### src/hw/rtl/cgco_pkg.sv
`default_nettype none
// ----------------------------------------------------------------------------
// cgco_pkg
// Shared types, widths and codes for the circle grid cell overlap block.
// ----------------------------------------------------------------------------
package cgco_pkg;

  // Grid and number format.
  localparam int MAX_CELLS_PER_ROW = 1024;
  localparam int FRAC_BITS         = 16;
  localparam int SHIFT_BITS        = 2 * FRAC_BITS;
  localparam int CELL_W            = $clog2(MAX_CELLS_PER_ROW);
  localparam int N_W               = $clog2(MAX_CELLS_PER_ROW + 1);
  localparam int INDEX_W           = 20;
  localparam int SEQ_W             = 4;

  // Datapath widths of the coordinate to cell mapping.
  localparam int COORD_W  = 32;
  localparam int SCALE_W  = 32;
  localparam int OFS_W    = 31;
  localparam int DIFF_W   = COORD_W + 2;
  localparam int MAG_W    = DIFF_W - 1;
  localparam int MAG_LO_W = (MAG_W + 1) / 2;
  localparam int MAG_HI_W = MAG_W - MAG_LO_W;
  localparam int PLO_W    = MAG_LO_W + SCALE_W;
  localparam int PHI_W    = MAG_HI_W + SCALE_W;
  localparam int PROD_W   = MAG_W + SCALE_W;
  localparam int Q_W      = PROD_W - SHIFT_BITS;

  // Results per circle and probe points.
  localparam int NRES   = 9;
  localparam int NPROBE = 8;
  localparam int NLANE  = 5;
  localparam int SEL_W  = $clog2(NRES);

  // Configuration register indexes.
  localparam int CFG_IDX_W = 3;
  typedef enum logic [CFG_IDX_W-1:0] {
    REG_RANGE_LOW     = 3'd0,
    REG_CELL_SCALE    = 3'd1,
    REG_RADIUS        = 3'd2,
    REG_DIAG_OFFSET   = 3'd3,
    REG_CELLS_PER_ROW = 3'd4
  } cfg_reg_t;

  // Coordinate lanes: centre, plus and minus radius, plus and minus diagonal.
  typedef logic [2:0] lane_idx_t;
  localparam lane_idx_t LANE_C  = 3'd0;
  localparam lane_idx_t LANE_PR = 3'd1;
  localparam lane_idx_t LANE_MR = 3'd2;
  localparam lane_idx_t LANE_PD = 3'd3;
  localparam lane_idx_t LANE_MD = 3'd4;

  // Lane used for x and for y by each probe, in probe order.
  localparam lane_idx_t PROBE_XL [NPROBE] = '{
    LANE_PR, LANE_MR, LANE_C, LANE_C, LANE_PD, LANE_MD, LANE_PD, LANE_MD
  };
  localparam lane_idx_t PROBE_YL [NPROBE] = '{
    LANE_C, LANE_C, LANE_PR, LANE_MR, LANE_PD, LANE_PD, LANE_MD, LANE_MD
  };

  // Register stages ahead of the serializer, one load enable each.
  localparam int NSTAGE = 5;

  // Stage load enables of the mapping pipeline.
  typedef struct packed {
    logic s1;
    logic s2;
    logic s3;
    logic s4;
    logic s5;
  } pipe_en_t;

  // One mapped coordinate: low cell bits and range flags.
  typedef struct packed {
    logic [CELL_W-1:0] num;
    logic              below;
    logic              above;
  } lane_res_t;

  // All cells of one circle, slot 0 being the main cell.
  typedef struct packed {
    logic [NRES-1:0]              mask;
    logic                         outside;
    logic [NRES-1:0][CELL_W-1:0]  xs;
    logic [NRES-1:0][CELL_W-1:0]  ys;
    logic signed [COORD_W-1:0]    echo_x;
    logic signed [COORD_W-1:0]    echo_y;
  } run_t;

endpackage
`default_nettype wire

### src/hw/rtl/cgco_coord_lane.sv
`default_nettype none
// ----------------------------------------------------------------------------
// cgco_coord_lane
// Four-stage mapping of one offset coordinate to its grid cell: difference
// and magnitude, split partial products, sum and shift, range check.
// ----------------------------------------------------------------------------
module cgco_coord_lane
  import cgco_pkg::*;
(
  input  wire logic                      clk,
  input  wire pipe_en_t                  en,
  input  wire logic signed [COORD_W-1:0] pos,
  input  wire logic signed [COORD_W-1:0] ofs,
  input  wire logic signed [COORD_W-1:0] range_low,
  input  wire logic        [SCALE_W-1:0] cell_scale,
  input  wire logic        [N_W-1:0]     n_cells,
  output lane_res_t                      res
);

  logic signed [DIFF_W-1:0] diff;
  logic [MAG_W-1:0]         mag_nxt;
  logic [MAG_W-1:0]         mag_r;
  logic                     neg1_r, neg2_r, neg3_r;
  logic [PLO_W-1:0]         plo_r;
  logic [PHI_W-1:0]         phi_r;
  logic [PROD_W-1:0]        sum;
  logic [Q_W-1:0]           q_r;
  lane_res_t                res_nxt;
  lane_res_t                res_r;

  // Stage 1: signed distance from the lower edge, split into sign and size.
  always_comb begin
    diff = {{2{pos[COORD_W-1]}}, pos} + {{2{ofs[COORD_W-1]}}, ofs}
         - {{2{range_low[COORD_W-1]}}, range_low};
    if (diff[DIFF_W-1]) begin
      mag_nxt = MAG_W'(-diff);
    end else begin
      mag_nxt = MAG_W'(diff);
    end
  end

  always_ff @(posedge clk) begin
    if (en.s1) begin
      mag_r  <= mag_nxt;
      neg1_r <= diff[DIFF_W-1];
    end
  end

  // Stage 2: two partial products of the size with the scale.
  always_ff @(posedge clk) begin
    if (en.s2) begin
      plo_r  <= PLO_W'(mag_r[MAG_LO_W-1:0]) * PLO_W'(cell_scale);
      phi_r  <= PHI_W'(mag_r[MAG_W-1:MAG_LO_W]) * PHI_W'(cell_scale);
      neg2_r <= neg1_r;
    end
  end

  // Stage 3: full product, integer part kept.
  assign sum = PROD_W'(plo_r) + (PROD_W'(phi_r) << MAG_LO_W);

  always_ff @(posedge clk) begin
    if (en.s3) begin
      q_r    <= sum[PROD_W-1:SHIFT_BITS];
      neg3_r <= neg2_r;
    end
  end

  // Stage 4: a negative non-zero cell lies below the grid, q >= n above it.
  always_comb begin
    res_nxt.num   = q_r[CELL_W-1:0];
    res_nxt.below = neg3_r && (q_r != '0);
    res_nxt.above = q_r >= Q_W'(n_cells);
  end

  always_ff @(posedge clk) begin
    if (en.s4) begin
      res_r <= res_nxt;
    end
  end

  assign res = res_r;

endmodule
`default_nettype wire

### config.mk
export PLATFORM = sky130hd
export DESIGN_NAME = cgco_coord_lane
export DESIGN_NICKNAME = d
export VERILOG_FILES = /design/src/hw/rtl/cgco_pkg.sv /design/src/hw/rtl/cgco_coord_lane.sv
export SDC_FILE = /design/constraint.sdc
export NUM_CORES = 2
export LEC_CHECK = 0
export BUFFER_PORTS_ARGS = -buffer_cell sky130_fd_sc_hd__buf_2
export CORE_ASPECT_RATIO = 1.75
export CORE_MARGIN = 5
export CORE_UTILIZATION = 45
export CTS_CLUSTER_SIZE = 20
export DETAILED_ROUTE_END_ITERATION = 10
export RECOVER_POWER = 25
export SLEW_MARGIN = 15
export SYNTH_ARGS = -nofsm -noshare
export SYNTH_HDL_FRONTEND = slang
export SYNTH_SLANG_ARGS = --single-unit
### constraint.sdc
create_clock -name clk -period 9.94 [get_ports clk]
set_input_delay 0.994 -clock clk [delete_from_list [all_inputs] [get_ports clk]]
set_output_delay 0.994 -clock clk [all_outputs]
set_load 0.005 [all_outputs]
==> results.json <==
{
  "yosysUniqueCellTypes": 81,
  "finalWirelength_um": 116000,
  "hold_viol": 0,
  "final_core_util_pct": 48.1,
  "failed_checks": "capacitance limit, slew limit",
  "r2r-start": "mag_r[2]",
  "critPathArrivalTime_ns": 8.64,
  "crit_fanout": 32,
  "rsz0062_at_grt": "false",
  "layout.nets": 6088,
  "synthXorXnorAreaFrac_pct": 3.20,
  "synth-edff-count": 161,
  "ys_ff_latch": 161,
  "wl_per_cell_um": 19.5,
  "async_flop_share_pct": 0,
  "worst_setup_path_end_kind": "register",
  "synth_area_um2": 42700,
  "ff2ff_path_depth": 22,
  "ys.warnings.count": 0,
  "antenna_found_initial": 5,
  "cp.required_ns": 10.14,
  "multi_input_area_um2": 32900,
  "clk_pin_slew_ns": 0.07,
  "ys.flop_type": "edfxtp_1",
  "fillers": 9121,
  "fin_crit_sh_pct": 84.9,
  "r2r_slack_ns": 1.61,
  "tightest_slew_ns": 1.81,
  "areaGrowthSynthToFinish_pct": 6.08,
  "die_x_um": 243,
  "portBuffers": 155,
  "hpwl_um": 94000,
  "seq_area_um2": 4830,
  "grt_overflow_total": 0,
  "finalClockSkew_ns": 0.0186,
  "r2r-end": "plo_r[48]",
  "drc": 0,
  "setup_viol": 0,
  "grt_max_degree": 54,
  "cts_buffer_depth": 2,
  "synth_top_family_by_area": "adder cells",
  "fmax_ghz": 0.118,
  "core_um2": 94300,
  "grt_usage_pct": 23.7,
  "cts_tree": "built",
  "vias": 31400,
  "post_synth_fa_ha_maj_area_fraction_pct": 51.3,
  "grt_first_pass_wirelength_um": 186000,
  "hold_buffers": 0,
  "syn_inst": 4691,
  "synthMuxAreaShare_pct": 0.0468,
  "yosys.area.top_type": "fa_1",
  "final_area_um2": 45300,
  "synth_area_per_cell_um2": 9.11,
  "dpl_cell_area_um2": 44800,
  "num_rows": 149,
  "htreeDepth": 4,
  "min_period_ns": 8.44,
  "viasPerCell": 5.27,
  "slew_headroom_pct": -20.8,
  "worstSetupPathType": "in -> reg",
  "synthTopCellsByCount": "inv_1, fa_1, nand2_1",
  "antenna_left": 0,
  "synth_compound_area_share_pct": 6.36,
  "ys_seq_area_share_pct": 11.3,
  "min-delay-path-class": "reg -> reg",
  "gp_congestion": 0.869,
  "yosysMostFrequentCell": "inv_1",
  "drive_gt1_share_pct": 6.29,
  "min_from": "neg2_r",
  "ios": 157,
  "grt_pass1_vias": 34900,
  "status": "complete, but fails checks",
  "maxSlewViolCount": 133,
  "cts_resized": 0,
  "initial_core_util_pct": 45.3,
  "post_cts_buffers": 0,
  "finalSetupTns_ns": 0,
  "die_area_um2": 101000,
  "cts_buffers": 17,
  "root_buffer": "clkbuf_16",
  "clock_latency_ns": 0.51,
  "critPathLaunchType": "primary input",
  "synth_fp_nets": 6051,
  "yosys.area_share.simple_pct": 16.0,
  "synth_area_leaders": "fa_1, edfxtp_1, inv_1",
  "drtIter0Drc": 1331,
  "hold_depth": 0,
  "first_pass_iters": 5,
  "die_h_um": 418,
  "synth_top_area_share_pct": 42.0,
  "numClockSinks": 161,
  "maxCapViolCount": 4,
  "worst_hold_path.endpoint": "neg3_r"
}
-- critical path, stage by stage --
cell      delay, ns
clkbuf_1       1.12
nand2_1        0.17
fa_1           0.51
fa_1           0.49
inv_1          0.05
fa_1           0.46
fa_1           0.40
fa_1           0.51
inv_1          0.05
fa_1           0.49
inv_1          0.04
ha_1           0.33
a21o_1         0.18
a21oi_1        0.14
nor2b_1        0.06
a311oi_1       0.24
o21ai_0        0.30
o221ai_1       0.50
o211a_1        0.25
nor4_1         0.07
a211oi_1       0.52
nor2_1         0.11
a211oi_1       0.64
-- stage by stage --
stage | hold slack (ns) | worst slack [ns] | cells
2_1_floorplan | 0.400 | 2.88 | 4691
3_3_place_gp | 0.404 | 1.31 | 5917
3_5_place_dp | 0.410 | 1.22 | 5917
4_1_cts | 0.425 | 1.58 | 5949
5_1_grt | 0.444 | 0.990 | 5951
6_report | 0.421 | 1.50 | 5954
-- kinds of logic after synthesis --
family | Yosys count
AO/OA/AOI/OAI | 406
adder cells (fa/ha/maj) | 1215
buffers and inverters | 1341
multiplexers | 2
flip-flops | 161
AND/OR/NAND/NOR | 1410
XOR/XNOR | 156
-- layout by cell type, fill, tap and decap left out, drive strengths merged, types with 10 or more instances in the layout --
cell type / synthesis / final
a211oi: 16 / 16
a21o: 56 / 56
a21oi: 124 / 124
a31oi: 11 / 11
and2: 435 / 435
and3: 12 / 12
buf: 3 / 221
clkbuf: 205 / 23
edfxtp: 161 / 161
fa: 897 / 897
ha: 318 / 318
inv: 1133 / 1141
nand2: 716 / 716
nand2b: 13 / 13
nand3: 33 / 33
nand4: 18 / 18
nor2: 87 / 87
nor2b: 16 / 16
nor3: 30 / 30
nor4: 11 / 11
o211ai: 10 / 10
o21a: 23 / 23
o21ai: 75 / 75
o21bai: 17 / 17
o31ai: 16 / 16
or2: 11 / 11
or3: 11 / 11
xnor2: 101 / 101
xor2: 55 / 55
-- layer usage --
layer | global-route usage (%) | share of wire [%] | vias up
met1 | 24.4 | 34 | 16100
li1 | - | - | 14100
met3 | 2.84 | 4.1 | 320
met5 | 0 | 0 | -
met2 | 44.9 | 54 | 831
met4 | 15.0 | 7.4 | 0
-- worst max-delay path by stage --
stage	start	end	slack, ns	cells after the start
2_1_floorplan	cell_scale[11]	phi_r[43]	2.88	23
3_3_place_gp	cell_scale[9]	plo_r[48]	1.31	23
3_5_place_dp	cell_scale[9]	plo_r[48]	1.22	23
4_1_cts	mag_r[2]	plo_r[48]	1.58	22
5_1_grt	cell_scale[0]	plo_r[48]	0.99	23
6_report	cell_scale[0]	plo_r[48]	1.50	23
-- sequential cells by signal, summed over array words and instances (netlist names) --
register  flops
plo_r        32
q_r          33
neg2_r        1
res          12
neg1_r        1
neg3_r        1
mag_r        33
phi_r        48
-- layout make-up --
type	count	area share, %
clock inverters	14	0.306
clock buffers	18	0.946
multi-input cells	3189	72.5
flip-flops and latches	161	10.7
repair buffers	226	2.87
inverters	1133	9.38
well taps	1208	3.33
diodes	5	0.0276
Power is left out: the tool's default activity adds up to more than one toggle a clock period on the data nets, which glitch-free logic cannot reach.
