## src/hw/rtl/cgco_pkg.sv

```systemverilog
`default_nettype none
// ----------------------------------------------------------------------------
// cgco_pkg
// Shared types, widths and codes for the circle grid cell overlap block.
// ----------------------------------------------------------------------------
package cgco_pkg;

  // Grid and number format.
  localparam int MAX_CELLS_PER_ROW = 1024;
  localparam int FRAC_BITS         = 16;
  localparam int SHIFT_BITS        = 2 * FRAC_BITS;
  localparam int CELL_W            = $clog2(MAX_CELLS_PER_ROW);
  localparam int N_W               = $clog2(MAX_CELLS_PER_ROW + 1);
  localparam int INDEX_W           = 20;
  localparam int SEQ_W             = 4;

  // Datapath widths of the coordinate to cell mapping.
  localparam int COORD_W  = 32;
  localparam int SCALE_W  = 32;
  localparam int OFS_W    = 31;
  localparam int DIFF_W   = COORD_W + 2;
  localparam int MAG_W    = DIFF_W - 1;
  localparam int MAG_LO_W = (MAG_W + 1) / 2;
  localparam int MAG_HI_W = MAG_W - MAG_LO_W;
  localparam int PLO_W    = MAG_LO_W + SCALE_W;
  localparam int PHI_W    = MAG_HI_W + SCALE_W;
  localparam int PROD_W   = MAG_W + SCALE_W;
  localparam int Q_W      = PROD_W - SHIFT_BITS;

  // Results per circle and probe points.
  localparam int NRES   = 9;
  localparam int NPROBE = 8;
  localparam int NLANE  = 5;
  localparam int SEL_W  = $clog2(NRES);

  // Configuration register indexes.
  localparam int CFG_IDX_W = 3;
  typedef enum logic [CFG_IDX_W-1:0] {
    REG_RANGE_LOW     = 3'd0,
    REG_CELL_SCALE    = 3'd1,
    REG_RADIUS        = 3'd2,
    REG_DIAG_OFFSET   = 3'd3,
    REG_CELLS_PER_ROW = 3'd4
  } cfg_reg_t;

  // Coordinate lanes: centre, plus and minus radius, plus and minus diagonal.
  typedef logic [2:0] lane_idx_t;
  localparam lane_idx_t LANE_C  = 3'd0;
  localparam lane_idx_t LANE_PR = 3'd1;
  localparam lane_idx_t LANE_MR = 3'd2;
  localparam lane_idx_t LANE_PD = 3'd3;
  localparam lane_idx_t LANE_MD = 3'd4;

  // Lane used for x and for y by each probe, in probe order.
  localparam lane_idx_t PROBE_XL [NPROBE] = '{
    LANE_PR, LANE_MR, LANE_C, LANE_C, LANE_PD, LANE_MD, LANE_PD, LANE_MD
  };
  localparam lane_idx_t PROBE_YL [NPROBE] = '{
    LANE_C, LANE_C, LANE_PR, LANE_MR, LANE_PD, LANE_PD, LANE_MD, LANE_MD
  };

  // Register stages ahead of the serializer, one load enable each.
  localparam int NSTAGE = 5;

  // Stage load enables of the mapping pipeline.
  typedef struct packed {
    logic s1;
    logic s2;
    logic s3;
    logic s4;
    logic s5;
  } pipe_en_t;

  // One mapped coordinate: low cell bits and range flags.
  typedef struct packed {
    logic [CELL_W-1:0] num;
    logic              below;
    logic              above;
  } lane_res_t;

  // All cells of one circle, slot 0 being the main cell.
  typedef struct packed {
    logic [NRES-1:0]              mask;
    logic                         outside;
    logic [NRES-1:0][CELL_W-1:0]  xs;
    logic [NRES-1:0][CELL_W-1:0]  ys;
    logic signed [COORD_W-1:0]    echo_x;
    logic signed [COORD_W-1:0]    echo_y;
  } run_t;

endpackage
`default_nettype wire

```

## src/hw/rtl/cgco_serializer.sv

```systemverilog
`default_nettype none
// ----------------------------------------------------------------------------
// cgco_serializer
// Holds the run of one circle and sends its cells, one word per cycle while
// out_ready allows, through the output register.
// ----------------------------------------------------------------------------
module cgco_serializer
  import cgco_pkg::*;
(
  input  wire logic                       clk,
  input  wire logic                       rst_n,
  input  wire logic                       run_valid,
  input  wire run_t                       run,
  output logic                            run_ready,
  input  wire logic        [N_W-1:0]      n_cells,
  output logic                            out_valid,
  input  wire logic                       out_ready,
  output logic             [CELL_W-1:0]   out_cell_x,
  output logic             [CELL_W-1:0]   out_cell_y,
  output logic             [INDEX_W-1:0]  out_cell_index,
  output logic                            out_main_outside,
  output logic             [SEQ_W-1:0]    out_seq_number,
  output logic                            out_last,
  output logic signed      [COORD_W-1:0]  out_echo_x,
  output logic signed      [COORD_W-1:0]  out_echo_y
);

  localparam int PROD_IW = CELL_W + N_W;

  run_t               hold_r;
  logic [NRES-1:0]    rem_r, rem_nxt, rem_rest;
  logic [SEQ_W-1:0]   seq_r, seq_nxt;
  logic [SEL_W-1:0]   sel;
  logic               emit;
  logic [CELL_W-1:0]  cx, cy;
  logic [PROD_IW-1:0] lin;
  logic               out_valid_r;
  logic [CELL_W-1:0]  cell_x_r, cell_y_r;
  logic [INDEX_W-1:0] cell_index_r;
  logic               outside_r, last_r;
  logic [SEQ_W-1:0]   seq_out_r;
  logic signed [COORD_W-1:0] echo_x_r, echo_y_r;

  // Lowest cell still to send.
  always_comb begin
    sel = '0;
    for (int k = NRES - 1; k >= 0; k--) begin
      if (rem_r[k]) begin
        sel = SEL_W'(k);
      end
    end
    rem_rest = rem_r & ~(NRES'(1) << sel);
  end

  assign emit      = (rem_r != '0) && (!out_valid_r || out_ready);
  assign run_ready = (rem_r == '0) || (emit && (rem_rest == '0));

  // Remaining mask and sequence count.
  always_comb begin
    rem_nxt = rem_r;
    seq_nxt = seq_r;
    if (emit) begin
      rem_nxt = rem_rest;
      seq_nxt = seq_r + SEQ_W'(1);
    end
    if (run_ready) begin
      rem_nxt = run_valid ? run.mask : '0;
      seq_nxt = '0;
    end
  end

  always_ff @(posedge clk) begin
    if (!rst_n) begin
      rem_r <= '0;
      seq_r <= '0;
    end else begin
      rem_r <= rem_nxt;
      seq_r <= seq_nxt;
    end
  end

  always_ff @(posedge clk) begin
    if (run_ready && run_valid) begin
      hold_r <= run;
    end
  end

  // Linear cell number of the selected cell.
  always_comb begin
    cx  = hold_r.xs[sel];
    cy  = hold_r.ys[sel];
    lin = PROD_IW'(cy) * PROD_IW'(n_cells) + PROD_IW'(cx);
  end

  // Output register.
  always_ff @(posedge clk) begin
    if (!rst_n) begin
      out_valid_r <= 1'b0;
    end else if (emit) begin
      out_valid_r <= 1'b1;
    end else if (out_ready) begin
      out_valid_r <= 1'b0;
    end
  end

  always_ff @(posedge clk) begin
    if (emit) begin
      cell_x_r     <= cx;
      cell_y_r     <= cy;
      cell_index_r <= lin[INDEX_W-1:0];
      outside_r    <= hold_r.outside;
      seq_out_r    <= seq_r + SEQ_W'(1);
      last_r       <= (rem_rest == '0);
      echo_x_r     <= hold_r.echo_x;
      echo_y_r     <= hold_r.echo_y;
    end
  end

  assign out_valid        = out_valid_r;
  assign out_cell_x       = cell_x_r;
  assign out_cell_y       = cell_y_r;
  assign out_cell_index   = cell_index_r;
  assign out_main_outside = outside_r;
  assign out_seq_number   = seq_out_r;
  assign out_last         = last_r;
  assign out_echo_x       = echo_x_r;
  assign out_echo_y       = echo_y_r;

endmodule
`default_nettype wire

```

## config.mk

```make
export PLATFORM = sky130hd
export DESIGN_NAME = cgco_serializer
export DESIGN_NICKNAME = d
export VERILOG_FILES = /design/src/hw/rtl/cgco_pkg.sv /design/src/hw/rtl/cgco_serializer.sv
export SDC_FILE = /design/constraint.sdc
export NUM_CORES = 1
export LEC_CHECK = 0
export BUFFER_PORTS_ARGS = -buffer_cell sky130_fd_sc_hd__buf_2
export CORE_UTILIZATION = 54
export DETAILED_ROUTE_END_ITERATION = 10
export HOLD_SLACK_MARGIN = 0.02
export PLACE_DENSITY = 0.8
export SETUP_SLACK_MARGIN = 0.4
export SLEW_MARGIN = 20
export SYNTH_ARGS = -nofsm -noshare
export SYNTH_HDL_FRONTEND = slang
export SYNTH_SLANG_ARGS = --single-unit
```

## constraint.sdc

```tcl
create_clock -name clk -period 10.67 [get_ports clk]
set_input_delay 0 -clock clk [delete_from_list [all_inputs] [get_ports clk]]
set_output_delay 0 -clock clk [all_outputs]
set_load 0.01 [all_outputs]
```

==> flow_summary.yaml <==
run_status:
  outcome: "completed"
logic_synthesis:
  synth_seq_cells: 369
  ys_seq_area_share_pct: 66.5
  yosysTopAreaCell: "edfxtp_1"
  synth_fp_nets: 1519
  synth_area_mm2: 0.0165
  synth_warnings: 0
  synth.avg_cell_area_um2: 14.8
  synth_async_sr_flop_share_pct: 0
  synth_cells: 1113
  synthDistinctLibCells: 52
  yosys.area.top_type_share_pct: 64.8
  synth_area_leaders: "edfxtp_1 65%, fa_1 9.6%, ha_1 4.4%"
  synth_edf_count: 355
  synth_ff_type: "edfxtp_1"
hold_path:
  hold_end: "out_cell_index[0]"
  min_path_type: "input pin to register"
  min_from: "n_cells[0]"
  holdPathStages: 3
sta:
  tightest_slew_ns: 1.06
  setup_viol: 0
  drv_slew: 0
  rsz0062_at_grt: "false"
  skew_ns: 0.0344
  finalHoldViolCount: 0
  setup_tns_ns: 0
  min_period_ns: 8.13
  whs_ns: 0.0281
  min_period_over_period_pct: 76.2
  layout_setup_ws_ns: 2.54
  fmax_ghz: 0.123
  timing.slew.headroom_pct: 29.2
clock_network:
  cts.clk_slew.worst_paths_ns: 0.07
  cts_buffers: 39
  postCtsSetupRepairBufs: 0
  htreeDepth: 2
  cts_max_path_buffers: 3
  cts.sinks: 369
  clk_latency_ns: 0.55
  clockRootBuffer: "clkbuf_16"
  cts_resized: 0
  cts_tree: "built"
  cts-hold-fix-buffers: 274
global_routing:
  antenna_found_initial: 11
  grt_use_total_pct: 33.1
  grt_max_degree: 165
  overflow: 0
  grt_pass1_vias: 13100
  grt_pass1_wl_mm: 75.8
worst_setup_path:
  ff2ff_path_depth: 24
  worst_r2r_endpoint: "out_cell_index[18]"
  r2r_start: "rem_r[3]"
  worstPathRequired_ns: 10.93
  end_kind: "register"
  path_max_fanout: 20
  worstSetupStartpoint: "rem_r[3]"
  start_kind: "register"
  crit_type: "register to register"
  cp_data_arrival_time_ns: 8.39
  reg2reg_slack_ns: 2.54
floorplanning:
  rows: 63
  die_w_um: 177
  coreArea_mm2: 0.0298
  initial_utilization_pct: 55.3
  die-area_mm2: 0.0312
  io_pins: 381
  chipHeight_um: 177
route:
  first_iter_violations: 1581
  wirelength_mm: 51.6
  wire_per_inst_um: 23.4
  drt_first_pass_iters: 8
  ant_nets: 0
  via_count: 12600
  remaining_drc_errors: 0
  viasPerCell: 5.71
layout:
  drive_gt1_share_pct: 25.9
  multi_input_area_mm2: 0.00492
  n_fill_cell: 1604
  ff_latch_area_mm2: 0.0109
  nets: 2182
  area_growth_pct: 39.2
place:
  routabilityCongestion: 0.901
  portBuffers: 380
  dpl.hpwl_mm: 28.6
  pre_cts_ws_ns: 2.94
job:
  maxCapViolCount: 0
## cells in the mapped netlist (2+ instances only)
| cell | number |
|---|---|
| buf_2 | 18 |
| dfxtp_1 | 14 |
| a222oi_1 | 22 |
| nand2_1 | 94 |
| o2111ai_1 | 2 |
| o31a_1 | 2 |
| nand2b_1 | 5 |
| nand3_1 | 16 |
| xnor2_1 | 18 |
| inv_1 | 117 |
| a21o_1 | 9 |
| xor2_1 | 5 |
| nor2_1 | 44 |
| clkbuf_1 | 16 |
| o22ai_1 | 34 |
| mux2i_1 | 2 |
| o21ai_1 | 3 |
| and3_1 | 5 |
| o21ai_0 | 13 |
| nor3_1 | 30 |
| or2_2 | 3 |
| edfxtp_1 | 355 |
| a21oi_1 | 36 |
| nor2b_1 | 5 |
| ha_1 | 58 |
| fa_1 | 79 |
| buf_1 | 9 |
| a32oi_1 | 2 |
| and2_1 | 63 |
| o31ai_1 | 2 |
| o21a_1 | 5 |
| a211o_1 | 7 |
## metrics by stage
step / cell area [um^2] / instances / util, %
2_1_floorplan: 16500 / 1113 / -
3_3_place_gp: 18800 / 1850 / 63.1
3_5_place_dp: 18800 / 1851 / 63.1
4_1_cts: 22900 / 2194 / 76.8
5_1_grt: 22900 / 2204 / 76.9
6_report: 22900 / 2205 / 76.9
## placed cells by master, fill, tap and decap left out, types with 6 or more instances in the layout
cell / count
diode_2: 11
clkbuf_16: 40
xnor2_1: 18
fa_1: 79
dlygate4sd3_1: 274
a211o_1: 7
buf_2: 380
nor3_1: 30
buf_4: 10
o21ai_0: 13
and2_1: 62
o22ai_1: 34
nor2_1: 40
a21oi_1: 36
bufinv_16: 6
nand3_1: 16
dfxtp_1: 14
a21o_1: 9
inv_1: 117
ha_1: 58
edfxtp_1: 355
nand2_1: 94
a222oi_1: 22
## worst max path at each step
stage	end	slack [ns]	cells past startpoint
after floorplan	hold_r[0]	2.63	9
after global placement	out_cell_index[18]	3.33	24
after detailed placement	out_cell_index[18]	2.94	24
after CTS	out_cell_index[18]	2.90	24
after global routing	out_cell_index[18]	2.14	24
final	out_cell_index[18]	2.54	24
## worst max-delay path, cell delays in order (launching register included)
cell and delay (ns):
dfxtp_1 0.47, inv_1 0.10, a221oi_2 0.53, o31a_1 0.83
o22ai_1 0.23, nor3_1 0.27, nor3_1 0.13, nor2_1 0.59
nand2_1 0.18, fa_1 0.57, inv_1 0.06, fa_1 0.57
fa_1 0.45, fa_1 0.50, inv_1 0.05, fa_1 0.47
inv_1 0.04, ha_1 0.34, a21o_1 0.20, a21o_1 0.21
a21oi_1 0.19, a21oi_1 0.12, o311ai_0 0.41, mux2i_1 0.26
nand2_1 0.08
## state kept, by name, summed over array words and instances, names as in the netlist, 4 cells and up
name and cells:
out_echo_y 32, out_cell_index 20, out_seq_number 4, seq_r 4
out_cell_y 10, hold_r 245, out_cell_x 10, rem_r 9
out_echo_x 32
## area by class of cell
type / instances / share of cell area, %
well taps: 390 / 2.13
clock inverters: 27 / 1.41
diodes: 11 / 0.120
flip-flops and latches: 369 / 47.7
inverters: 117 / 1.92
multi-input cells: 583 / 21.5
clock buffers: 42 / 4.40
repair buffers: 666 / 20.8
## per-layer routing
metal / routed length, um / global-route usage [%] / up-vias
li1: - / - / 5343
met1: 17500 / 38.9 / 5974
met2: 26100 / 58.1 / 1057
met3: 5150 / 6.14 / 220
met4: 2790 / 16.5 / 4
met5: 24 / 0 / -
## cell families after synthesis
logic type,after synthesis,synth area share (%)
AND/OR/NAND/NOR,271,7.91
XOR/XNOR,23,1.22
buffers and inverters,161,3.83
flip-flops,369,66.5
adder cells (fa/ha/maj),137,14.0
AO/OA/AOI/OAI,150,6.44
multiplexers,2,0.122
Power is not shown: default switching activity piles up to over one toggle a cycle in this logic, so the estimate is an artifact.
