[config.mk]
export PLATFORM = sky130hd
export DESIGN_NAME = cgco_dedup
export DESIGN_NICKNAME = d
export VERILOG_FILES = /design/src/hw/rtl/cgco_pkg.sv /design/src/hw/rtl/cgco_dedup.sv
export SDC_FILE = /design/constraint.sdc
export NUM_CORES = 1
export LEC_CHECK = 0
export BUFFER_PORTS_ARGS = -buffer_cell sky130_fd_sc_hd__buf_2
export CORE_AREA = 4 4 175 177
export CTS_BUF_LIST = sky130_fd_sc_hd__clkbuf_8
export CTS_CLUSTER_DIAMETER = 60
export DETAILED_ROUTE_END_ITERATION = 8
export DIE_AREA = 0 0 179 181
export PLACE_DENSITY = 0.67
export SETUP_SLACK_MARGIN = 0.05
export SYNTH_ARGS = -nofsm -noshare
export SYNTH_HDL_FRONTEND = slang
export SYNTH_SLANG_ARGS = --single-unit
[constraint.sdc]
create_clock -name clk -period 6.64 [get_ports clk]
set_input_delay 0.996 -clock clk [delete_from_list [all_inputs] [get_ports clk]]
set_output_delay 0.996 -clock clk [all_outputs]
set_load 0.05 [all_outputs]
[src/hw/rtl/cgco_pkg.sv]
`default_nettype none
// ----------------------------------------------------------------------------
// cgco_pkg
// Shared types, widths and codes for the circle grid cell overlap block.
// ----------------------------------------------------------------------------
package cgco_pkg;

  // Grid and number format.
  localparam int MAX_CELLS_PER_ROW = 1024;
  localparam int FRAC_BITS         = 16;
  localparam int SHIFT_BITS        = 2 * FRAC_BITS;
  localparam int CELL_W            = $clog2(MAX_CELLS_PER_ROW);
  localparam int N_W               = $clog2(MAX_CELLS_PER_ROW + 1);
  localparam int INDEX_W           = 20;
  localparam int SEQ_W             = 4;

  // Datapath widths of the coordinate to cell mapping.
  localparam int COORD_W  = 32;
  localparam int SCALE_W  = 32;
  localparam int OFS_W    = 31;
  localparam int DIFF_W   = COORD_W + 2;
  localparam int MAG_W    = DIFF_W - 1;
  localparam int MAG_LO_W = (MAG_W + 1) / 2;
  localparam int MAG_HI_W = MAG_W - MAG_LO_W;
  localparam int PLO_W    = MAG_LO_W + SCALE_W;
  localparam int PHI_W    = MAG_HI_W + SCALE_W;
  localparam int PROD_W   = MAG_W + SCALE_W;
  localparam int Q_W      = PROD_W - SHIFT_BITS;

  // Results per circle and probe points.
  localparam int NRES   = 9;
  localparam int NPROBE = 8;
  localparam int NLANE  = 5;
  localparam int SEL_W  = $clog2(NRES);

  // Configuration register indexes.
  localparam int CFG_IDX_W = 3;
  typedef enum logic [CFG_IDX_W-1:0] {
    REG_RANGE_LOW     = 3'd0,
    REG_CELL_SCALE    = 3'd1,
    REG_RADIUS        = 3'd2,
    REG_DIAG_OFFSET   = 3'd3,
    REG_CELLS_PER_ROW = 3'd4
  } cfg_reg_t;

  // Coordinate lanes: centre, plus and minus radius, plus and minus diagonal.
  typedef logic [2:0] lane_idx_t;
  localparam lane_idx_t LANE_C  = 3'd0;
  localparam lane_idx_t LANE_PR = 3'd1;
  localparam lane_idx_t LANE_MR = 3'd2;
  localparam lane_idx_t LANE_PD = 3'd3;
  localparam lane_idx_t LANE_MD = 3'd4;

  // Lane used for x and for y by each probe, in probe order.
  localparam lane_idx_t PROBE_XL [NPROBE] = '{
    LANE_PR, LANE_MR, LANE_C, LANE_C, LANE_PD, LANE_MD, LANE_PD, LANE_MD
  };
  localparam lane_idx_t PROBE_YL [NPROBE] = '{
    LANE_C, LANE_C, LANE_PR, LANE_MR, LANE_PD, LANE_PD, LANE_MD, LANE_MD
  };

  // Register stages ahead of the serializer, one load enable each.
  localparam int NSTAGE = 5;

  // Stage load enables of the mapping pipeline.
  typedef struct packed {
    logic s1;
    logic s2;
    logic s3;
    logic s4;
    logic s5;
  } pipe_en_t;

  // One mapped coordinate: low cell bits and range flags.
  typedef struct packed {
    logic [CELL_W-1:0] num;
    logic              below;
    logic              above;
  } lane_res_t;

  // All cells of one circle, slot 0 being the main cell.
  typedef struct packed {
    logic [NRES-1:0]              mask;
    logic                         outside;
    logic [NRES-1:0][CELL_W-1:0]  xs;
    logic [NRES-1:0][CELL_W-1:0]  ys;
    logic signed [COORD_W-1:0]    echo_x;
    logic signed [COORD_W-1:0]    echo_y;
  } run_t;

endpackage
`default_nettype wire

[src/hw/rtl/cgco_dedup.sv]
`default_nettype none
// ----------------------------------------------------------------------------
// cgco_dedup
// Clamps the main cell, drops probe cells off the grid or already seen and
// registers the run of cells for one circle.
// ----------------------------------------------------------------------------
module cgco_dedup
  import cgco_pkg::*;
(
  input  wire logic                      clk,
  input  wire pipe_en_t                  en,
  input  wire lane_res_t                 xr [NLANE],
  input  wire lane_res_t                 yr [NLANE],
  input  wire logic        [N_W-1:0]     n_cells,
  input  wire logic signed [COORD_W-1:0] echo_x,
  input  wire logic signed [COORD_W-1:0] echo_y,
  output run_t                           run
);

  logic [CELL_W-1:0] n_max;
  logic [CELL_W-1:0] mx, my;
  logic [CELL_W-1:0] px [NPROBE];
  logic [CELL_W-1:0] py [NPROBE];
  logic [NPROBE-1:0] inb;
  logic [NPROBE-1:0] keep;
  run_t              run_nxt;
  run_t              run_r;

  assign n_max = CELL_W'(n_cells - N_W'(1));

  // Main cell clamped into the grid.
  always_comb begin
    if (xr[LANE_C].below) begin
      mx = '0;
    end else if (xr[LANE_C].above) begin
      mx = n_max;
    end else begin
      mx = xr[LANE_C].num;
    end
    if (yr[LANE_C].below) begin
      my = '0;
    end else if (yr[LANE_C].above) begin
      my = n_max;
    end else begin
      my = yr[LANE_C].num;
    end
  end

  // Probe cells: kept when on the grid and unequal to the main cell and to
  // every earlier probe cell on the grid.
  always_comb begin
    for (int i = 0; i < NPROBE; i++) begin
      px[i]  = xr[PROBE_XL[i]].num;
      py[i]  = yr[PROBE_YL[i]].num;
      inb[i] = !xr[PROBE_XL[i]].below && !xr[PROBE_XL[i]].above
            && !yr[PROBE_YL[i]].below && !yr[PROBE_YL[i]].above;
    end
    for (int i = 0; i < NPROBE; i++) begin
      keep[i] = inb[i] && !((px[i] == mx) && (py[i] == my));
      for (int j = 0; j < NPROBE; j++) begin
        if ((j < i) && inb[j] && (px[j] == px[i]) && (py[j] == py[i])) begin
          keep[i] = 1'b0;
        end
      end
    end
  end

  // Assemble the run word.
  always_comb begin
    run_nxt.mask    = {keep, 1'b1};
    run_nxt.outside = xr[LANE_C].below || xr[LANE_C].above
                   || yr[LANE_C].below || yr[LANE_C].above;
    run_nxt.xs[0]   = mx;
    run_nxt.ys[0]   = my;
    for (int i = 0; i < NPROBE; i++) begin
      run_nxt.xs[i+1] = px[i];
      run_nxt.ys[i+1] = py[i];
    end
    run_nxt.echo_x  = echo_x;
    run_nxt.echo_y  = echo_y;
  end

  always_ff @(posedge clk) begin
    if (en.s5) begin
      run_r <= run_nxt;
    end
  end

  assign run = run_r;

endmodule
`default_nettype wire

==> flow_summary.ini, run 1 <==
[power_and_ir_drop]
power_density_mw_per_mm2 = 241
max-vdd-ir-drop_uv = 110
p_leak_uw = 0.00538

[yosys]
async_reset_ff_frac = 0
synth_top_area_share = 0.504
synth_top_family_by_area = XOR/XNOR gates
ys_warn_count = 0
synth-simple-area-share = 0.114
synth_compound_area_frac = 0.0972
synthCells = 1042
synthTopCellsByArea = edfxtp_1, xnor2_1, xor2_1
yosysTopAreaCell = edfxtp_1
synth_top_flop_cell = edfxtp_1
ys_types = 67
synth-edff-count = 193
synthXorXnorAreaFrac = 0.190
avgSynthCellArea_um2 = 11.0
yosysSeqAreaShare = 0.504
netlist_area_mm2 = 0.0115
yosys_register_bits = 193
synthAdderAreaFrac = 0.00109
synthMuxAreaShare = 0.00544
synth.net_count = 1244

[timing]
tns_ns = 0
fmax_ghz = 0.258
setup-violations-final = 0
drv_slew = 0
fin_crit_ns = 3.87
min_period_over_period = 0.583
setup_ws_ns = 2.77
maxSlewHeadroom = 0.319
rsz0062_at_grt = no
hold_violations = 0
tightestPinTransition_ns = 0.996
holdWs_ns = 0.682

[finish]
drive_gt1_frac = 0.371
finalNonFillerCells = 1734
largest_reg_flops = 193
synthToLayoutAreaGrowth_pct = 19.3
nets = 1532
fin_util = 0.469
nFillCells = 2782

[route]
drc = 0
drtIter0Drc = 822
ant_nets = 0
wl_mm = 40.0
vias = 9478
vias_per_cell = 5.47
first_pass_iters = 5
avgRoutedWirePerCell_um = 23.1

[clocking]
clock-root-buffer = clkbuf_8
clock_sinks = 193
htreeDepth = 4
cts.clk_slew.worst_paths_ns = 0.11
post-cts-setup-buffers = 0
cts_hold_buf = 0
cts_tree = yes
cts_max_path_buffers = 2
postCtsResizedCells = 0
cts_buffers = 17

[die]
die_w_um = 179
row_count = 63
die_h_um = 181
ios = 455
initial_core_util = 0.393
die-area_mm2 = 0.0324
core_area_mm2 = 0.0292

[grt]
track_usage = 0.236
grt_start_max_net_pins = 68
grt_pass1_wl_mm = 57.5
antenna_found_initial = 3
grt_pass1_vias = 9053
grt_overflow = 0

[placement]
pre_cts_ws_ns = 2.41
dp.cells = 1701
port_buffers = 448
place_congestion = 0.966
dpl.hpwl_mm = 30.7

[worst_setup_path]
path_cells = buf_2 > inv_1 > ha_1 > or4b_1 > o41ai_1 > and2_0 > o221ai_1 > o31a_1 > o21ai_1 > a31oi_1
critPathLaunchType = primary input
required_ns = 6.84
end_kind = flip-flop
worstPathArrival_ns = 4.07
cp_slowest_cell = o41ai_1
path_max_fanout = 11
slowest_delay_ns = 0.79
critPathKind = primary input to flip-flop

[run_status]
status = finished clean

[worst_hold_path]
hold_class = primary input to flip-flop

[flow_run]
maxCapViolations = 0
==> per-stage QoR <==
stage	area [µm²]	power (µW)
floorplan	11500	2290
global placement	13300	2540
detailed placement	13300	2550
CTS	13700	3340
global route	13700	3450
finish	13700	3310
==> critical path: cells and delay by family <==
kind / cells / cell delay [ns]
AOI/OAI and AO/OA: 5 / 1.63
and+or+nand+nor: 2 / 1.00
buffers and inverters: 2 / 0.23
adders and majority gates: 1 / 0.18
==> synthesized netlist by cell type (4+ instances only) <==
cell type,count
edfxtp_1,193
xnor2_1,130
xor2_1,120
clkbuf_1,90
buf_4,65
nor2_1,43
nor4_1,34
nand2_1,29
nand4_1,28
a21oi_1,24
nor3_1,22
buf_1,21
nand3_1,18
o21ai_0,18
inv_1,16
nand2b_1,16
a211oi_1,14
a31oi_1,14
o22ai_1,14
and2_1,8
buf_2,7
a2111oi_0,6
and4_1,6
o221ai_1,6
or4_1,6
nor3b_1,5
o21bai_1,5
or2_2,5
a211o_1,4
and3_1,4
mux2i_1,4
o211ai_1,4
o31a_1,4
o31ai_1,4
or3_1,4
==> area by class of cell <==
class	instances	area, µm²	area share
antenna	1	2.50	0.000182
clock buffer	17	234	0.0170
clock inverter	15	163	0.0118
inverter	17	63.8	0.00465
multi-input combinational	648	4690	0.342
sequential	193	5800	0.422
tap	390	488	0.0355
timing repair buffer	453	2290	0.167
==> cell families after synthesis <==
logic type               after synthesis
XOR/XNOR                             250
AND/OR/NAND/NOR                      237
buffers and inverters                201
flip-flops                           193
AO/OA/AOI/OAI                        154
multiplexers                           5
adder cells (fa/ha/maj)                1
other                                  1
==> cells in the final DEF (no fill, tap or decap), types with 16 or more instances in the layout <==
cell type | synthesis | final
buf_2 | 7 | 447
edfxtp_1 | 193 | 193
nor3_1 | 22 | 22
nor2_1 | 43 | 43
a21oi_1 | 24 | 24
nand3_1 | 18 | 18
nand2b_1 | 16 | 16
xnor2_1 | 130 | 130
nand2_1 | 29 | 29
nand4_1 | 28 | 28
xor2_1 | 120 | 120
inv_1 | 16 | 16
clkbuf_8 | 0 | 18
nor4_1 | 34 | 34
o21ai_0 | 18 | 18
==> where the power goes <==
group / internal [µW] / total, µW / switching [µW]
registers: 1450 / 1480 / 34.7
logic: 258 / 1040 / 785
clock network: 287 / 784 / 497
total: 1990 / 3310 / 1320
==> per-layer routing <==
layer  share of wire  up-vias  GRT usage
li1                -     4243          -
met1            0.39     4544      0.312
met2            0.48      595      0.389
met3           0.099       92     0.0452
met4           0.032        4     0.0783
met5         0.00052        -          0
==> worst paths after layout <==
path / depth (start not counted) / startpoint / to / slack, ns
setup / recovery: 10 / n_cells[0] / run[248]$_SDFFCE_PP0P_ / 2.77
hold / removal: 1 / echo_x[5] / run[37]$_DFFE_PP_ / 0.68
Note: power is estimated with default switching activity, not from simulation.
==> run 2, diff against run 1 <==
--- a/config.mk
+++ b/config.mk
@@ -5,12 +5,13 @@
 export SDC_FILE = /design/constraint.sdc
 export NUM_CORES = 1
 export LEC_CHECK = 0
+export ABC_AREA = 1
 export BUFFER_PORTS_ARGS = -buffer_cell sky130_fd_sc_hd__buf_2
-export CORE_AREA = 4 4 175 177
+export CORE_AREA = 4 4 177 179
 export CTS_BUF_LIST = sky130_fd_sc_hd__clkbuf_8
 export CTS_CLUSTER_DIAMETER = 60
 export DETAILED_ROUTE_END_ITERATION = 8
-export DIE_AREA = 0 0 179 181
+export DIE_AREA = 0 0 181 183
 export PLACE_DENSITY = 0.67
 export SETUP_SLACK_MARGIN = 0.05
 export SYNTH_ARGS = -nofsm -noshare
==> constraint.sdc (replaced) <==
create_clock -name clk -period 3.77 [get_ports clk]
set_input_delay 0.5655 -clock clk [delete_from_list [all_inputs] [get_ports clk]]
set_output_delay 0.5655 -clock clk [all_outputs]
set_load 0.05 [all_outputs]
==> flow_summary.ini, run 2 <==
[timing]
drv_slew = 0
rsz0062_at_grt = no
fin_crit_ns = 2.38
tns_ns = 0
fmax_ghz = 0.421
setup-violations-final = 0
hold_violations = 0
tightestPinTransition_ns = 0.910
maxSlewHeadroom = 0.389
min_period_over_period = 0.630

[finish]
synthToLayoutAreaGrowth_pct = 21.0
fin_util = 0.480
largest_reg_flops = 193
seqCellArea_mm2 = 0.00580
nFillCells = 2901
layout_commonest_cell = buf_2
final_area_mm2 = 0.0142
nets = 1899
final_cell_mix = buf_2, nand2_1, edfxtp_1, nor2_1, inv_1
multi_input_area_mm2 = 0.00468
drive_gt1_frac = 0.315

[route]
vias_per_cell = 5.09
first_pass_iters = 6
vias = 10700
drtIter0Drc = 1030
wl_mm = 40.6
drc = 0
avgRoutedWirePerCell_um = 19.3
ant_nets = 0

[yosys]
avgSynthCellArea_um2 = 8.63
synthTopCellsByArea = edfxtp_1, nand2_1, xnor2_1
ys_types = 41
ys_warn_count = 0
synth_top_area_share = 0.494
yosysSeqAreaShare = 0.494
yosysMostFrequentCell = nand2_1
yosys_register_bits = 193
synth_top_flop_cell = edfxtp_1
synth-edff-count = 193
netlist_area_mm2 = 0.0117
async_reset_ff_frac = 0
synthCells = 1360
synth.net_count = 1562
yosysTopAreaCell = edfxtp_1
synth_common_cells = nand2_1, edfxtp_1, nor2_1

[clocking]
post-cts-setup-buffers = 0
clock-root-buffer = clkbuf_8
clock_sinks = 193
postCtsResizedCells = 0
cts_hold_buf = 0
cts_buffers = 17
cts_tree = yes
htreeDepth = 4
cts.clk_slew.worst_paths_ns = 0.12
cts_max_path_buffers = 2

[worst_setup_path]
worstPathArrival_ns = 2.62
crit_start = n_cells[0]
slowest_delay_ns = 0.26
setup.worst_path.end = run[246]$_DFFE_PP_
critPathKind = primary input to flip-flop
critPathLaunchType = primary input
required_ns = 4.01
crit_path_frequent_cell = nand2_1
end_kind = flip-flop
cp_slowest_cell = ha_1
path_cells = buf_2 > inv_2 > ha_1 > nand2_1 > nor2_2 > nand3_1 > nand3_2 > nand2_2 > nand2_1 > nand2_1 > nor2_1 > nand3_1 > nor2_1 > a21oi_1
path_max_fanout = 7

[grt]
use_met3 = 0.0492
gr-usage-met1 = 0.310
grt.busiest_layer = met2
gr-usage-met2 = 0.399
grt_pass1_vias = 10100
antenna_found_initial = 7
grt_overflow = 0
grt_pass1_wl_mm = 60.2
track_usage = 0.235
grt_start_max_net_pins = 75

[die]
initial_core_util = 0.397
row_count = 63
die-area_mm2 = 0.0331
core_area_mm2 = 0.0296
die_w_um = 181
die_h_um = 183
ios = 455

[placement]
dpl_cell_area_mm2 = 0.0138
port_buffers = 448
place_congestion = 0.964
dpl.hpwl_mm = 32.5

[power_and_ir_drop]
p_leak_uw = 0.00652
p_sw_frac = 0.406
power_density_mw_per_mm2 = 413
intPower_uw = 3490
max-vdd-ir-drop_uv = 200
power.switching_uw = 2380
clock_power_share = 0.243
p_comb_frac = 0.313
seq_power_share = 0.444

[run_status]
status = finished clean

[worst_hold_path]
hold_class = primary input to flip-flop
hold-path-cell-count = 1

[flow_run]
maxCapViolations = 0
run 2: cell types whose count changed after synthesis, sizes merged, moves of 33 or more:
cell	before	now
nor2	43	138
nand2	29	364
nand3	18	133
nand4	28	61
xor2	120	37
xnor2	130	86
inv	16	136
run 2: final cells by class:
cell class,count,share of cell area
antenna,4,0.000705
timing repair buffer,451,0.162
clock buffer,17,0.0165
inverter,136,0.0360
multi-input combinational,898,0.330
clock inverter,15,0.0129
tap,390,0.0344
sequential,193,0.408
run 2: cell families after synthesis:
logic type,synth area share
flops,0.494
compound gates,0.0215
xor+xnor,0.0918
other cells,0.000320
buf+inv,0.107
simple gates,0.284
fa+ha+maj,0.00107
run 2: worst min-delay path by stage:
stage                                   end  slack [ns]        from
after floorplan            run[0]$_DFFE_PP_        0.66   echo_y[0]
after global placement    run[51]$_DFFE_PP_        0.74  echo_x[19]
after detailed placement  run[42]$_DFFE_PP_        0.74  echo_x[10]
after CTS                 run[42]$_DFFE_PP_        0.21  echo_x[10]
after global routing      run[53]$_DFFE_PP_        0.20  echo_x[21]
final                     run[53]$_DFFE_PP_        0.24  echo_x[21]
run 2: power groups by stage:
stage	registers, µW	clock network (µW)	logic [µW]
final	2600	1430	1840
after global routing	2630	1570	1940
after CTS	2610	1480	1830
after detailed placement	2660	0	1830
after global placement	2650	0	1820
after floorplan	3250	0	750
run 2: metrics by stage:
| step | power (µW) | instances | hold slack (ns) | setup WS [ns] |
|---|---|---|---|---|
| floorplan | 4000 | 1360 | 0.664 | 1.65 |
| finish | 5870 | 2104 | 0.239 | 1.39 |
| global placement | 4470 | 2068 | 0.743 | 0.970 |
| global route | 6130 | 2103 | 0.198 | 1.30 |
| detailed placement | 4490 | 2068 | 0.744 | 0.925 |
| CTS | 5920 | 2100 | 0.210 | 1.46 |
run 2: worst max-delay path, delay by kind of cell:
kind            cells  cell delay [ns]
simple gates       10             1.39
fa+ha+maj           1             0.26
compound gates      1             0.11
buf+inv             2             0.28
run 2: per-layer routing:
metal  share of wire  routed length (µm)
met1            0.41               16500
met2            0.48               19600
met3           0.092                3730
met4           0.018                 725
met5          0.0014                  55
==> run 3, diff against run 2 <==
--- a/config.mk
+++ b/config.mk
@@ -12,7 +12,7 @@
 export CTS_CLUSTER_DIAMETER = 60
 export DETAILED_ROUTE_END_ITERATION = 8
 export DIE_AREA = 0 0 181 183
-export PLACE_DENSITY = 0.67
+export PLACE_DENSITY = 0.69
 export SETUP_SLACK_MARGIN = 0.05
 export SYNTH_ARGS = -nofsm -noshare
 export SYNTH_HDL_FRONTEND = slang
==> constraint.sdc (replaced) <==
create_clock -name clk -period 1.97 [get_ports clk]
set_input_delay 0.2955 -clock clk [delete_from_list [all_inputs] [get_ports clk]]
set_output_delay 0.2955 -clock clk [all_outputs]
set_load 0.05 [all_outputs]
==> flow_summary.ini, run 3 (synthesis results as in run 2) <==
[timing]
min_period_over_period = 0.891
setup_ws_ns = 0.215
hold_violations = 0
drv_slew = 0
fin_crit_ns = 1.75
rsz0062_at_grt = no
tns_ns = 0
setup-violations-final = 0
fmax_ghz = 0.570

[worst_setup_path]
end_kind = flip-flop
path_max_fanout = 6
cp_slowest_cell = nand3_2
slowest_delay_ns = 0.19
path_cells = buf_2 > buf_4 > nor2_4 > nand2_2 > nor2_2 > nand3_1 > nand3_2 > nand2_2 > nand2_1 > nand3_1 > nor2_2 > nand2_1 > nor2_1 > nor2_1
worstPathArrival_ns = 2.01
path_buf_inv = 2
required_ns = 2.23
critPathKind = primary input to flip-flop
worst_path_dominant_cell_family = simple AND/OR/NAND/NOR gates
critPathLaunchType = primary input

[clocking]
cts.clk_slew.worst_paths_ns = 0.12
cts_tree = yes
cts_max_path_buffers = 2
clock-root-buffer = clkbuf_8
clock_sinks = 193
cts_buffers = 17
htreeDepth = 4
post-cts-setup-buffers = 0

[run_status]
status = finished clean

[placement]
pre_cts_ws_ns = -0.321
dpl_cell_area_mm2 = 0.0146
port_buffers = 448
place_congestion = 0.980
dpl.hpwl_mm = 34.4

[finish]
layout_commonest_cell = buf_2
final_area_mm2 = 0.0156
final_cell_mix = buf_2, nand2_1, edfxtp_1, nor2_1, inv_1
drive_gt1_frac = 0.345
nets = 2064
nFillCells = 2770
multi_input_area_mm2 = 0.00471
largest_reg_flops = 193
synthToLayoutAreaGrowth_pct = 33.3
seqCellArea_mm2 = 0.00580

[die]
core_area_mm2 = 0.0296
die_w_um = 181
ios = 455
row_count = 63
die_h_um = 183
initial_core_util = 0.397
die-area_mm2 = 0.0331

[power_and_ir_drop]
p_leak_uw = 0.00729
max-vdd-ir-drop_uv = 332
power_density_mw_per_mm2 = 739

[route]
drtIter0Drc = 1029
vias_per_cell = 4.98
drc = 0
wl_mm = 43.3
first_pass_iters = 8
vias = 11300
ant_nets = 0
avgRoutedWirePerCell_um = 19.1

[grt]
grt_pass1_vias = 10700
antenna_found_initial = 5
grt_overflow = 0
grt_pass1_wl_mm = 63.6
track_usage = 0.249
grt_start_max_net_pins = 70

[worst_hold_path]
hold_class = primary input to flip-flop

[flow_run]
maxCapViolations = 0
[run 3: cell types whose count changed in the layout (fill, tap and decap cells not counted), moves of 2 or more]
| cell | before | now |
|---|---|---|
| dlygate4sd3_1 | 0 | 63 |
| nor2_1 | 132 | 130 |
| diode_2 | 4 | 2 |
| buf_4 | 1 | 102 |
[run 3: what timing repair did]
item / 4_1_cts / 5_1_grt
hold buffers: 61 / 2
gates resized for setup: 0 / 7
hold endpoints to repair: 61 / 2
setup endpoints to repair: 0 / 7
[run 3: power breakdown]
group | total, µW | leakage [µW] | switching [µW] | internal [µW]
Clock | 2760 | 0.000214 | 1760 | 1000
Sequential | 4990 | 0.00188 | 115 | 4880
Combinational | 3810 | 0.00519 | 2790 | 1030
[run 3: area by class of cell]
class                           instances  area share
Multi-Input combinational cell        898       0.301
Inverter                              136      0.0326
Antenna cell                            2    0.000320
Clock inverter                         15      0.0125
Timing Repair Buffer                  616       0.237
Tap cell                              390      0.0312
Sequential cell                       193       0.370
Clock buffer                           17      0.0150
[run 3: final timing paths]
check | from | depth (start not counted) | to
worst max-delay path | n_cells[1] | 14 | run[247]$_SDFFCE_PP0P_
worst min-delay path | yr[51] | 1 | run[85]$_DFFE_PP_
[run 3: per-layer routing]
layer	vias up	global-route usage	routed length [µm]
li1	5390	-	-
met4	6	0.0763	1080
met2	607	0.423	20700
met3	71	0.0476	3600
met5	-	0	42
met1	5225	0.326	17800
[run 3: per-stage QoR]
stage | power (µW) | hold WS (ns) | cells | util
floorplan | 7660 | 0.394 | 1360 | -
global placement | 8750 | 0.472 | 2170 | 0.492
detailed placement | 8760 | 0.474 | 2170 | 0.492
CTS | 11600 | 0.000145 | 2263 | 0.527
global route | 12100 | 0.00257 | 2266 | 0.529
finish | 11600 | 0.0250 | 2267 | 0.529
